--- src/hdl/ilp_pkg.sv ---
// Integer literal parser: shared types and codes.
// Used by ilp_step, integer_literal_parser_unit and ilp_checker.
`timescale 1ns / 1ps

package ilp_pkg;

    localparam int unsigned CHAR_W = 8;
    localparam int unsigned ACC_W  = 64;
    localparam int unsigned NUM_W  = 63;
    localparam int unsigned STAT_W = 2;
    localparam int unsigned OUT_TDATA_W = 72;

    typedef enum logic [1:0] {
        RADIX_DEC = 2'd0,
        RADIX_HEX = 2'd1,
        RADIX_BIN = 2'd2,
        RADIX_OCT = 2'd3
    } t_radix;

    typedef enum logic [STAT_W-1:0] {
        ST_OK       = 2'd0,
        ST_INVALID  = 2'd1,
        ST_OVERFLOW = 2'd2
    } t_status;

    typedef struct packed {
        logic [1:0]       position;
        logic             first_was_zero;
        t_radix           radix_code;
        logic             seen_digit;
        logic             prev_underscore;
        logic [ACC_W-1:0] accum;
        t_status          error_code;
    } t_state;

    localparam t_state STATE_CLEAR = '{
        position:        2'd0,
        first_was_zero:  1'b0,
        radix_code:      RADIX_DEC,
        seen_digit:      1'b0,
        prev_underscore: 1'b0,
        accum:           '0,
        error_code:      ST_OK
    };

    localparam logic [CHAR_W-1:0] CH_0     = 8'h30;
    localparam logic [CHAR_W-1:0] CH_9     = 8'h39;
    localparam logic [CHAR_W-1:0] CH_LO_A  = 8'h61;
    localparam logic [CHAR_W-1:0] CH_LO_F  = 8'h66;
    localparam logic [CHAR_W-1:0] CH_UP_A  = 8'h41;
    localparam logic [CHAR_W-1:0] CH_UP_F  = 8'h46;
    localparam logic [CHAR_W-1:0] CH_UNDER = 8'h5F;
    localparam logic [CHAR_W-1:0] CH_LO_X  = 8'h78;
    localparam logic [CHAR_W-1:0] CH_UP_X  = 8'h58;
    localparam logic [CHAR_W-1:0] CH_LO_B  = 8'h62;
    localparam logic [CHAR_W-1:0] CH_UP_B  = 8'h42;
    localparam logic [CHAR_W-1:0] CH_LO_O  = 8'h6F;
    localparam logic [CHAR_W-1:0] CH_UP_O  = 8'h4F;

endpackage

--- src/hdl/ilp_step.sv ---
// Per-character next-state logic of the integer literal parser, plus the
// end-of-token status and value. Purely combinational; depends on ilp_pkg.
`timescale 1ns / 1ps

module ilp_step (
    input  ilp_pkg::t_state              i_state,
    input  logic [ilp_pkg::CHAR_W-1:0]   i_char,
    output ilp_pkg::t_state              o_next,
    output ilp_pkg::t_status             o_status,
    output logic [ilp_pkg::NUM_W-1:0]    o_number
);
    import ilp_pkg::*;

    logic [4:0]        w_digit;
    logic              w_digit_ok;
    logic              w_is_prefix;
    logic [ACC_W+3:0]  w_prod;
    logic [ACC_W+3:0]  w_acc_ext;
    logic [7:0]        w_off_num;
    logic [7:0]        w_off_lo;
    logic [7:0]        w_off_up;

    assign w_off_num = i_char - CH_0;
    assign w_off_lo  = i_char - CH_LO_A + 8'd10;
    assign w_off_up  = i_char - CH_UP_A + 8'd10;

    always_comb begin
        w_digit = 5'd16;
        if (i_char >= CH_0 && i_char <= CH_9) begin
            w_digit = w_off_num[4:0];
        end else if (i_char >= CH_LO_A && i_char <= CH_LO_F) begin
            w_digit = w_off_lo[4:0];
        end else if (i_char >= CH_UP_A && i_char <= CH_UP_F) begin
            w_digit = w_off_up[4:0];
        end
    end

    assign w_acc_ext = {4'b0, i_state.accum};

    // value * base + digit as shift-adds; bits above 63 mean carry out
    always_comb begin
        unique case (i_state.radix_code)
            RADIX_HEX: begin
                w_digit_ok = (w_digit < 5'd16);
                w_prod     = (w_acc_ext << 4);
            end
            RADIX_BIN: begin
                w_digit_ok = (w_digit < 5'd2);
                w_prod     = (w_acc_ext << 1);
            end
            RADIX_OCT: begin
                w_digit_ok = (w_digit < 5'd8);
                w_prod     = (w_acc_ext << 3);
            end
            default: begin
                w_digit_ok = (w_digit < 5'd10);
                w_prod     = (w_acc_ext << 3) + (w_acc_ext << 1);
            end
        endcase
    end

    logic [ACC_W+3:0] w_sum;
    assign w_sum = w_prod + {{(ACC_W-1){1'b0}}, w_digit};

    assign w_is_prefix = (i_state.position == 2'd1) && i_state.first_was_zero &&
                         (i_char == CH_LO_X || i_char == CH_UP_X ||
                          i_char == CH_LO_B || i_char == CH_UP_B ||
                          i_char == CH_LO_O || i_char == CH_UP_O);

    always_comb begin
        o_next = i_state;
        if (i_state.position != 2'd2) begin
            o_next.position = i_state.position + 2'd1;
        end
        if (i_state.error_code == ST_OK) begin
            if (w_is_prefix) begin
                if (i_char == CH_LO_X || i_char == CH_UP_X) begin
                    o_next.radix_code = RADIX_HEX;
                end else if (i_char == CH_LO_B || i_char == CH_UP_B) begin
                    o_next.radix_code = RADIX_BIN;
                end else begin
                    o_next.radix_code = RADIX_OCT;
                end
                o_next.accum           = '0;
                o_next.seen_digit      = 1'b0;
                o_next.prev_underscore = 1'b0;
            end else if (i_char == CH_UNDER) begin
                if (!i_state.seen_digit || i_state.prev_underscore) begin
                    o_next.error_code = ST_INVALID;
                end else begin
                    o_next.prev_underscore = 1'b1;
                end
            end else if (!w_digit_ok) begin
                o_next.error_code = ST_INVALID;
            end else if (w_sum[ACC_W+3:ACC_W] != 4'd0) begin
                o_next.error_code = ST_OVERFLOW;
            end else begin
                o_next.accum           = w_sum[ACC_W-1:0];
                o_next.seen_digit      = 1'b1;
                o_next.prev_underscore = 1'b0;
                if (i_state.position == 2'd0 && i_char == CH_0) begin
                    o_next.first_was_zero = 1'b1;
                end
            end
        end
    end

    always_comb begin
        o_status = o_next.error_code;
        o_number = '0;
        if (o_next.error_code == ST_OK) begin
            if (!o_next.seen_digit || o_next.prev_underscore) begin
                o_status = ST_INVALID;
            end else if (o_next.accum[ACC_W-1]) begin
                o_status = ST_OVERFLOW;
            end else begin
                o_number = o_next.accum[NUM_W-1:0];
            end
        end
    end

endmodule

--- src/hdl/integer_literal_parser_unit.sv ---
// Integer literal parser, top level: input register, token state, result register.
// Depends on ilp_pkg and ilp_step.
`timescale 1ns / 1ps
//
// Usage:
//   Slave channel carries one token character per request: tdata[7:0] is the
//   character byte, tlast marks the final character of the token. Prefixes
//   0x/0b/0o (any case) select base 16/2/8, otherwise base 10; single
//   underscores between digits are accepted.
//   Master channel carries one result per token, issued on its last
//   character: tdata[1:0] status (0 ok, 1 invalid, 2 overflow),
//   tdata[64:2] value (zero unless ok), tdata[71:65] zero.
//   Throughput: one character per cycle while no last character waits on a
//   stalled result. A character is captured in the input register, then
//   folded into the token state (one shift-add on the 64-bit accumulator
//   with carry check) when it leaves the input register; the result is
//   registered in the output register when its last character is folded in.
//   When the receiver stalls, characters that end no token keep flowing;
//   a last character waits in the input register and tready drops until
//   the held result is taken.
//   Synchronous reset clears the token state and both valid flags.

module integer_literal_parser_unit (
    input  logic                             i_clk,
    input  logic                             i_rst_n,
    input  logic                             i_s_tvalid,
    output logic                             o_s_tready,
    input  logic [ilp_pkg::CHAR_W-1:0]       i_s_tdata,  // [7:0] char_code
    input  logic                             i_s_tlast,  // is_last
    output logic                             o_m_tvalid,
    input  logic                             i_m_tready,
    output logic [ilp_pkg::OUT_TDATA_W-1:0]  o_m_tdata   // [1:0] status, [64:2] number
);
    import ilp_pkg::*;

    logic              r_in_valid;
    logic [CHAR_W-1:0] r_in_char;
    logic              r_in_last;
    t_state            r_state;
    t_state            n_state;
    logic              r_out_valid;
    t_status           r_out_status;
    logic [NUM_W-1:0]  r_out_number;

    t_status           w_status;
    logic [NUM_W-1:0]  w_number;
    logic              w_out_free;
    logic              w_proc;

    ilp_step u_step (
        .i_state  (r_state),
        .i_char   (r_in_char),
        .o_next   (n_state),
        .o_status (w_status),
        .o_number (w_number)
    );

    assign w_out_free = !r_out_valid || i_m_tready;
    assign w_proc     = r_in_valid && (!r_in_last || w_out_free);
    assign o_s_tready = !r_in_valid || w_proc;

    always_ff @(posedge i_clk) begin
        if (!i_rst_n) begin
            r_in_valid <= 1'b0;
        end else if (o_s_tready) begin
            r_in_valid <= i_s_tvalid;
        end
    end

    always_ff @(posedge i_clk) begin
        if (i_s_tvalid && o_s_tready) begin
            r_in_char <= i_s_tdata;
            r_in_last <= i_s_tlast;
        end
    end

    always_ff @(posedge i_clk) begin
        if (!i_rst_n) begin
            r_state <= STATE_CLEAR;
        end else if (w_proc) begin
            r_state <= r_in_last ? STATE_CLEAR : n_state;
        end
    end

    always_ff @(posedge i_clk) begin
        if (!i_rst_n) begin
            r_out_valid <= 1'b0;
        end else if (w_proc && r_in_last) begin
            r_out_valid <= 1'b1;
        end else if (i_m_tready) begin
            r_out_valid <= 1'b0;
        end
    end

    always_ff @(posedge i_clk) begin
        if (w_proc && r_in_last) begin
            r_out_status <= w_status;
            r_out_number <= w_number;
        end
    end

    assign o_m_tvalid = r_out_valid;
    assign o_m_tdata  = {{(OUT_TDATA_W - NUM_W - STAT_W){1'b0}}, r_out_number, r_out_status};

endmodule

--- config.mk ---
export PLATFORM = sky130hd
export DESIGN_NAME = integer_literal_parser_unit
export DESIGN_NICKNAME = d
export VERILOG_FILES = /design/src/hdl/ilp_pkg.sv /design/src/hdl/ilp_step.sv /design/src/hdl/integer_literal_parser_unit.sv
export SDC_FILE = /design/constraint.sdc
export NUM_CORES = 1
export LEC_CHECK = 0
export ABC_CLOCK_PERIOD_IN_PS = 7600
export BUFFER_PORTS_ARGS = -buffer_cell sky130_fd_sc_hd__buf_4
export CAP_MARGIN = 30
export CORE_MARGIN = 8
export CORE_UTILIZATION = 31
export DETAILED_ROUTE_END_ITERATION = 10
export SLEW_MARGIN = 20
export SYNTH_ARGS = -nofsm -noshare
export SYNTH_HDL_FRONTEND = slang
export SYNTH_SLANG_ARGS = --single-unit
export TNS_END_PERCENT = 100
--- constraint.sdc ---
create_clock -name i_clk -period 7.6 [get_ports i_clk]
set_input_delay 0 -clock i_clk [delete_from_list [all_inputs] [get_ports i_clk]]
set_output_delay 0 -clock i_clk [all_outputs]
set_load 0.05 [all_outputs]
# After elaboration in Yosys (flattened, before gate mapping)
# Index checks and enable logic that the tools add are counted.
[word_totals]
ff_bits = 149
output_inout_bits = 74
elab_cells = 120
[op_classes]
add_sub_neg = 8
n_lt_le_gt_ge = 10
eq_ne = 16
n_mux = 33
bitwise = 1
reduce_logical = 39
[ops]
columns = ["op", "n"]
rows = [
  ["$pmux W68 S3", 1],
  ["$mux W66", 3],
  ["$mux W73", 1],
  ["$mux W71", 1],
  ["$add A67 B65 Y68", 1],
  ["$add A68 B5 Y68", 1],
  ["$mux W64", 1],
  ["$eq A8 B7 Y1 const B", 7],
  ["$mux W2", 11],
  ["$ge A8 B7 Y1 const B", 2],
  ["$le A8 B7 Y1 const B", 2],
  ["$mux W5", 3],
  ["$reduce_bool A2 Y1", 6],
  ["$logic_or A1 B1 Y1", 11],
  ["$mux W1", 11],
  ["$add A5 B4 Y5 const B", 2],
  ["$lt A5 B4 Y1 const B", 2],
  ["$sub A5 B1 Y5 const B", 2],
  ["$logic_and A1 B1 Y1", 9],
  ["$eq A8 B6 Y1 const B", 1],
  ["$ge A8 B6 Y1 const B", 1],
  ["$le A8 B6 Y1 const B", 1],
  ["$ne A2 B2 Y1 const B", 4],
  ["$reduce_and A7 Y1", 1],
  ["other kinds (14)", 22],
]

# Logic depth before layout (Yosys ltp)
[depth]
word_depth = 16
mapped_depth = 28

# Cells and area by module
# Synthesis repeated with hierarchy kept, for this count alone.
[hier_totals]
hier_cells = 1961
area_unflattened_um2 = 15493.6
[by_module_without_submodules]
columns = ["module", "n_inst", "cells_per_inst", "area_each_um2", "seq_area_each_um2"]
rows = [
  ["ilp_step", 1, 1703, 10884.2, 0.0],
  ["integer_literal_parser_unit", 1, 258, 4609.4, 3723.6],
]

# Least setup slack after synthesis
# No wires, ideal clock.
[synth_timing]
path_kind = "register to register"
start = "register r_state[69] in the netlist's numbering"
end = "register r_out_number[39], data pin"
t_arrival_ns = 6.159
t_required_ns = 7.346
setup_slack_ns = 1.186
path_stages_with_launch = 26
n_path_buf = 9
synth_period_minus_slack_ns = 6.414
path_cell_list = "dfxtp_1 > buf_2 > buf_2 > buf_4 > buf_2 > buf_2 > buf_2 > clkbuf_1 > clkbuf_1 > mux4_2 > ha_1 > o21ai_0 > nand2b_1 > nand2_1 > or4_1 > or2_2 > clkinv_1 > nand3_1 > nor3b_1 > nand4b_1 > or4b_1 > o311ai_2 > nand4_2 > clkbuf_1 > and3_1 > o21a_1"
[synth_via]
elab_chain_cells = 12
word_cells_on_any_way = 23
classes_between = "add/sub: 1; eq/ne: 3; mux: 13; bitwise: 1; reduce/logical: 5"
[synth_lines]
columns = ["element", "line", "text"]
rows = [
  ["start: declaration", "integer_literal_parser_unit.sv:39", "t_state r_state;"],
  ["start signal: assignment", "integer_literal_parser_unit.sv:81", "r_state <= r_in_last ? STATE_CLEAR : n_state;"],
  ["$eq A2 B2 Y1 / $eq A2 B1 Y1 (equally long branches)", "ilp_step.sv:42", "unique case (i_state.radix_code)"],
  ["$pmux W68 S3", "ilp_step.sv:42", ""],
  ["$add A68 B5 Y68", "ilp_step.sv:63", "assign w_sum = w_prod + {{(ACC_W-1){1'b0}}, w_digit};"],
  ["$reduce_bool A4 Y1", "ilp_step.sv:95", "end else if (w_sum[ACC_W+3:ACC_W] != 4'd0) begin"],
  ["$mux W2 / $mux W66 (equally long branches)", "ilp_step.sv:95", ""],
  ["$mux W2 / $mux W66 (equally long branches)", "ilp_step.sv:93", "end else if (!w_digit_ok) begin"],
  ["$mux W2 / $mux W1 (equally long branches)", "ilp_step.sv:87", "end else if (i_char == CH_UNDER) begin"],
  ["$mux W2 / $mux W66 (equally long branches)", "ilp_step.sv:76", "if (w_is_prefix) begin"],
  ["$mux W71 *", "ilp_step.sv:75", "if (i_state.error_code == ST_OK) begin"],
  ["$logic_not A2 Y1 / $logic_not A1 Y1 (equally long branches)", "ilp_step.sv:111, ilp_step.sv:112", ""],
  ["$not A1 Y1 (no source line) / $logic_or A1 B1 Y1 (equally long branches)", "--", ""],
  ["$reduce_or A3 Y1 (no source line)", "--", ""],
  ["end signal: assignment", "integer_literal_parser_unit.sv:98", "r_out_number <= w_number;"],
  ["end: declaration", "integer_literal_parser_unit.sv:43", "logic [NUM_W-1:0] r_out_number;"],
]
# Mark *: on every way between the ends. The rest lies on a longest branch, timed or not. The select of a mux whose other input is x is not followed.
# A chain may end at the register's enable or synchronous reset.

# Worst setup path after layout
[layout_timing]
start = "register r_in_char[7]"
end = "register r_state[3] in the netlist's numbering"
[layout_via]
elab_chain_cells = 13
word_cells_on_any_way = 38
classes_between = "add/sub: 1; order compare: 10; eq/ne: 7; mux: 10; reduce/logical: 10"
[layout_lines]
columns = ["element", "line", "text"]
rows = [
  ["start: declaration", "integer_literal_parser_unit.sv:37", "logic [CHAR_W-1:0] r_in_char;"],
  ["start signal: assignment", "integer_literal_parser_unit.sv:72", "r_in_char <= i_s_tdata;"],
  ["$ge A8 B7 Y1 / $le A8 B7 Y1 (equally long branches)", "ilp_step.sv:33", "end else if (i_char >= CH_UP_A && i_char <= CH_UP_F) begin"],
  ["$logic_and A1 B1 Y1", "ilp_step.sv:33", ""],
  ["$mux W5", "ilp_step.sv:33", ""],
  ["$mux W5", "ilp_step.sv:31", "end else if (i_char >= CH_LO_A && i_char <= CH_LO_F) begin"],
  ["$mux W5", "ilp_step.sv:29", "if (i_char >= CH_0 && i_char <= CH_9) begin"],
  ["$add A68 B5 Y68", "ilp_step.sv:63", ""],
  ["$reduce_bool A4 Y1", "ilp_step.sv:95", ""],
  ["$mux W66", "ilp_step.sv:95", ""],
  ["$mux W66", "ilp_step.sv:93", ""],
  ["$mux W64", "ilp_step.sv:87", ""],
  ["$mux W66 *", "ilp_step.sv:76", ""],
  ["$mux W71 *", "ilp_step.sv:75", ""],
  ["$mux W73 *", "integer_literal_parser_unit.sv:81", ""],
]
# Marked as above.

==> results.sh <==
export IMPL_syn_inst=1826
export IMPL_avgSynthCellArea_um2=7.96
export IMPL_drc=0
export IMPL_dieArea_um2=54100
export IMPL_vias_per_cell=6.13
export IMPL_track_usage_pct=19.8
export IMPL_cts_buffer_depth=2
export IMPL_clock_fmax_mhz=145
export IMPL_die_h_um=233
export IMPL_numPortBuffers=79
export IMPL_critical_path_max_stage_delay_ns=0.71
export IMPL_synthDominantCellAreaShare_pct=15.3
export IMPL_clkTransAtPathRegs_ns=0.06
export IMPL_initial_core_util_pct=31.3
export IMPL_die_width_um=233
export IMPL_status="complete, no violations"
export IMPL_drt_pass1_iterations=6
export IMPL_synth_edf_count=74
export IMPL_grt_overflow=0
export IMPL_tns_ns=0
export IMPL_post_route_util_pct=35.1
export IMPL_rsz0062_at_grt="false"
export IMPL_htree_levels=4
export IMPL_ant_nets=0
export IMPL_io_pins=87
export IMPL_core_region_area_um2=46500
export IMPL_crit_buf_inv=3
export IMPL_power_leakage_nw=5.65
export IMPL_clock_skew_ns=0.00988
export IMPL_slew_headroom_pct=29.0
export IMPL_setup_viol=0
export IMPL_wl_um=54800
export IMPL_r2r_setup_slack_ns=0.72
export IMPL_root_buffer="clkbuf_16"
export IMPL_ys_ff_latch=149
export IMPL_diodes=0
export IMPL_tightest_slew_ns=1.05
export IMPL_finalCritPeriodShare_pct=90.5
export IMPL_nets=1943
export IMPL_maxSlewViolCount=0
export IMPL_vias=15200
export IMPL_hold_slack_ns=0.282
export IMPL_rows=79
export IMPL_required_ns=7.98
export IMPL_area_delta_synth_final_pct=12.1
export IMPL_path_cells="or3b_2 -> nor4_1 -> a22o_1 -> ha_1 -> inv_1 -> fa_1 -> nor2b_1 -> o21ai_0 -> nand2b_1 -> nand2_1 -> or4_1 -> or2_2 -> clkinv_1 -> nand3_1 -> nor3b_1 -> nand4b_1 -> o21a_1 -> nor4_4 -> and3_2 -> and2_1 -> buf_4 -> a22o_1"
export IMPL_stdcell_area_um2=16300
export IMPL_postPlaceCellArea_um2=15500
export IMPL_numCtsBuffers=17
export IMPL_crit_path_max_fanout=36
export IMPL_worstPathArrival_ns=7.25
export IMPL_critical_path_top_delay_family="simple AND/OR/NAND/NOR gates"
export IMPL_grt_max_degree=47
export IMPL_crit_type="register to register"
export IMPL_grt_pass1_wl_um=84800
export IMPL_crit_path_end_kind="register"
export IMPL_cts_tree="built"
export IMPL_cap_violations=0
export IMPL_p_total_mw=1.84
export IMPL_min_path_type="input pin to register"
export IMPL_drive_above_1_share_pct=12.1
export IMPL_yosys_top_cells_area="edfxtp_1 15%, dfxtp_1 10%, ha_1 6.3%, a21oi_1 6.0%, nor2_1 5.2%"
export IMPL_place_hpwl_um=42200
export IMPL_critPathLaunchType="register"
export IMPL_yosys_warnings=0
export IMPL_critPathMostFrequentCell="a22o_1"
export IMPL_routabilityCongestion=0.953
export IMPL_yosysUniqueCellTypes=98
export IMPL_insertion_delay_ns=0.44
export IMPL_multi_input_area_um2=10100
export IMPL_wire_per_inst_um=22.1
export IMPL_hold_violations=0
export IMPL_cts_sinks=149
export IMPL_regArea_um2=3730
export IMPL_antenna_found_initial=0
export IMPL_synth_top_area_cell="edfxtp_1"
export IMPL_vdd_drop_max_uv=172
export IMPL_synthFlopType="dfxtp_1"
export IMPL_post_route_min_period_ns=6.88
export IMPL_fillCellCount=4922
export IMPL_seq_area_frac_synth_pct=25.6
export IMPL_async_flop_share_pct=0
export IMPL_grt_pass1_vias=14500
export IMPL_slowest_stage="nor4_1"
export IMPL_drt_iter0_drc=1483
export IMPL_netlist_area_um2=14500
export IMPL_powerDensity_nw_per_um2=113
final cells by class:
type,instances,area share [%]
inverters,34,0.783
flip-flops and latches,149,22.9
multi-input cells,1525,61.7
well taps,607,4.66
repair buffers,128,6.24
clock inverters,14,1.09
clock buffers,18,2.63
metal layers:
layer	part of all wire (%)	vias to the layer above	track usage [%]
li1	-	7017	-
met1	44	7358	27.3
met2	45	699	31.0
met3	7.5	97	2.68
met4	3.1	0	7.53
met5	0	-	0
what timing repair did:
action / 4_1_cts / 5_1_grt
hold endpoints to repair: 17 / 0
hold buffers: 13 / 0
buffers inserted: 0 / 0
resized for setup: 0 / 0
endpoints found under the setup margin: 0 / 0
synth_stat cells, types with 10 or more instances:
| master | number |
|---|---|
| nor3_1 | 40 |
| xor2_1 | 35 |
| and3_1 | 23 |
| xnor2_1 | 57 |
| nor4_1 | 26 |
| or2_2 | 13 |
| dfxtp_1 | 75 |
| a211oi_1 | 14 |
| a22o_1 | 38 |
| a32oi_1 | 40 |
| or3_1 | 18 |
| edfxtp_1 | 74 |
| nor2_1 | 201 |
| nor2b_1 | 13 |
| o21ai_1 | 19 |
| buf_2 | 37 |
| o21ai_0 | 92 |
| nand2_1 | 167 |
| buf_4 | 16 |
| and2_1 | 10 |
| o21a_1 | 26 |
| o2bb2ai_1 | 30 |
| a31oi_1 | 21 |
| o221ai_1 | 13 |
| a21oi_1 | 173 |
| a21o_1 | 20 |
| clkbuf_1 | 54 |
| buf_6 | 12 |
| mux2_2 | 20 |
| mux2i_1 | 44 |
| nand3_1 | 44 |
| nand2b_1 | 15 |
| o211ai_1 | 25 |
| o21bai_1 | 10 |
| inv_1 | 33 |
| ha_1 | 73 |
| nand4_1 | 43 |
worst paths after layout:
path / start / end / depth (start not counted)
max: r_in_char[7]$_DFFE_PP_ / r_state[3]$_SDFFE_PN0P_ / 22
min: i_s_tdata[5] / r_in_char[5]$_DFFE_PP_ / 2
max reg2reg: r_in_char[7]$_DFFE_PP_ / r_state[3]$_SDFFE_PN0P_ / 22
min reg2reg: r_state[70]$_SDFFE_PN0P_ / r_state[70]$_SDFFE_PN0P_ / 1
worst register-to-register path, delay by kind of cell, from the launching register on:
kind,cells,cell delay (ns)
adder cells (fa/ha/maj),2,0.58
flip-flops,1,0.40
buffers and inverters,3,0.57
AO/OA/AOI/OAI,4,0.88
AND/OR/NAND/NOR,13,4.39
cell usage in the layout (no fill, tap or decap), drive strengths merged, types with 9 or more instances in the layout:
cell           n
o221ai        13
dfxtp         75
ha            73
o21ai        113
a21oi        183
nor2b         13
a22o          38
inv           35
nor3          40
xnor2         57
dlygate4sd3   13
edfxtp        74
a32oi         40
mux2          20
xor2          35
clkbuf        20
a31oi         22
nand2b        15
o21a          26
or3           18
o211ai        25
and3          23
buf          113
nand3         44
nor2         203
or2           15
o21bai        10
a211oi        15
a21o          20
nor4          30
a21boi         9
nand4         45
and2          10
nand2        167
o2bb2ai       30
mux2i         44
power by group:
| group | switching, mW | internal (mW) | total (mW) |
|---|---|---|---|
| registers | 0.00607 | 0.848 | 0.854 |
| logic | 0.0780 | 0.0299 | 0.108 |
| clock network | 0.361 | 0.519 | 0.879 |
sequential cells by signal, indices dropped and copies added (netlist names):
name / cells
o_m_tvalid: 1
r_in_last: 1
r_state: 73
r_in_char: 8
r_out_number: 63
r_out_status: 2
r_in_valid: 1
kinds of logic after synthesis:
family | share of synthesized area [%]
other | 0.0258
adders and majority gates | 6.63
and+or+nand+nor | 22.4
DFF | 25.6
xor gates and xnor gates | 5.54
muxes | 5.20
buffers and inverters | 5.44
AOI/OAI and AO/OA | 29.2
stage by stage:
stage	cells	setup WS (ns)
detailed placement	2428	0.808
global placement	2427	0.902
floorplan	1832	1.19
CTS	2473	0.764
finish	2475	0.721
global route	2475	0.223
No activity file was read; power rests on OpenSTA's default activity.
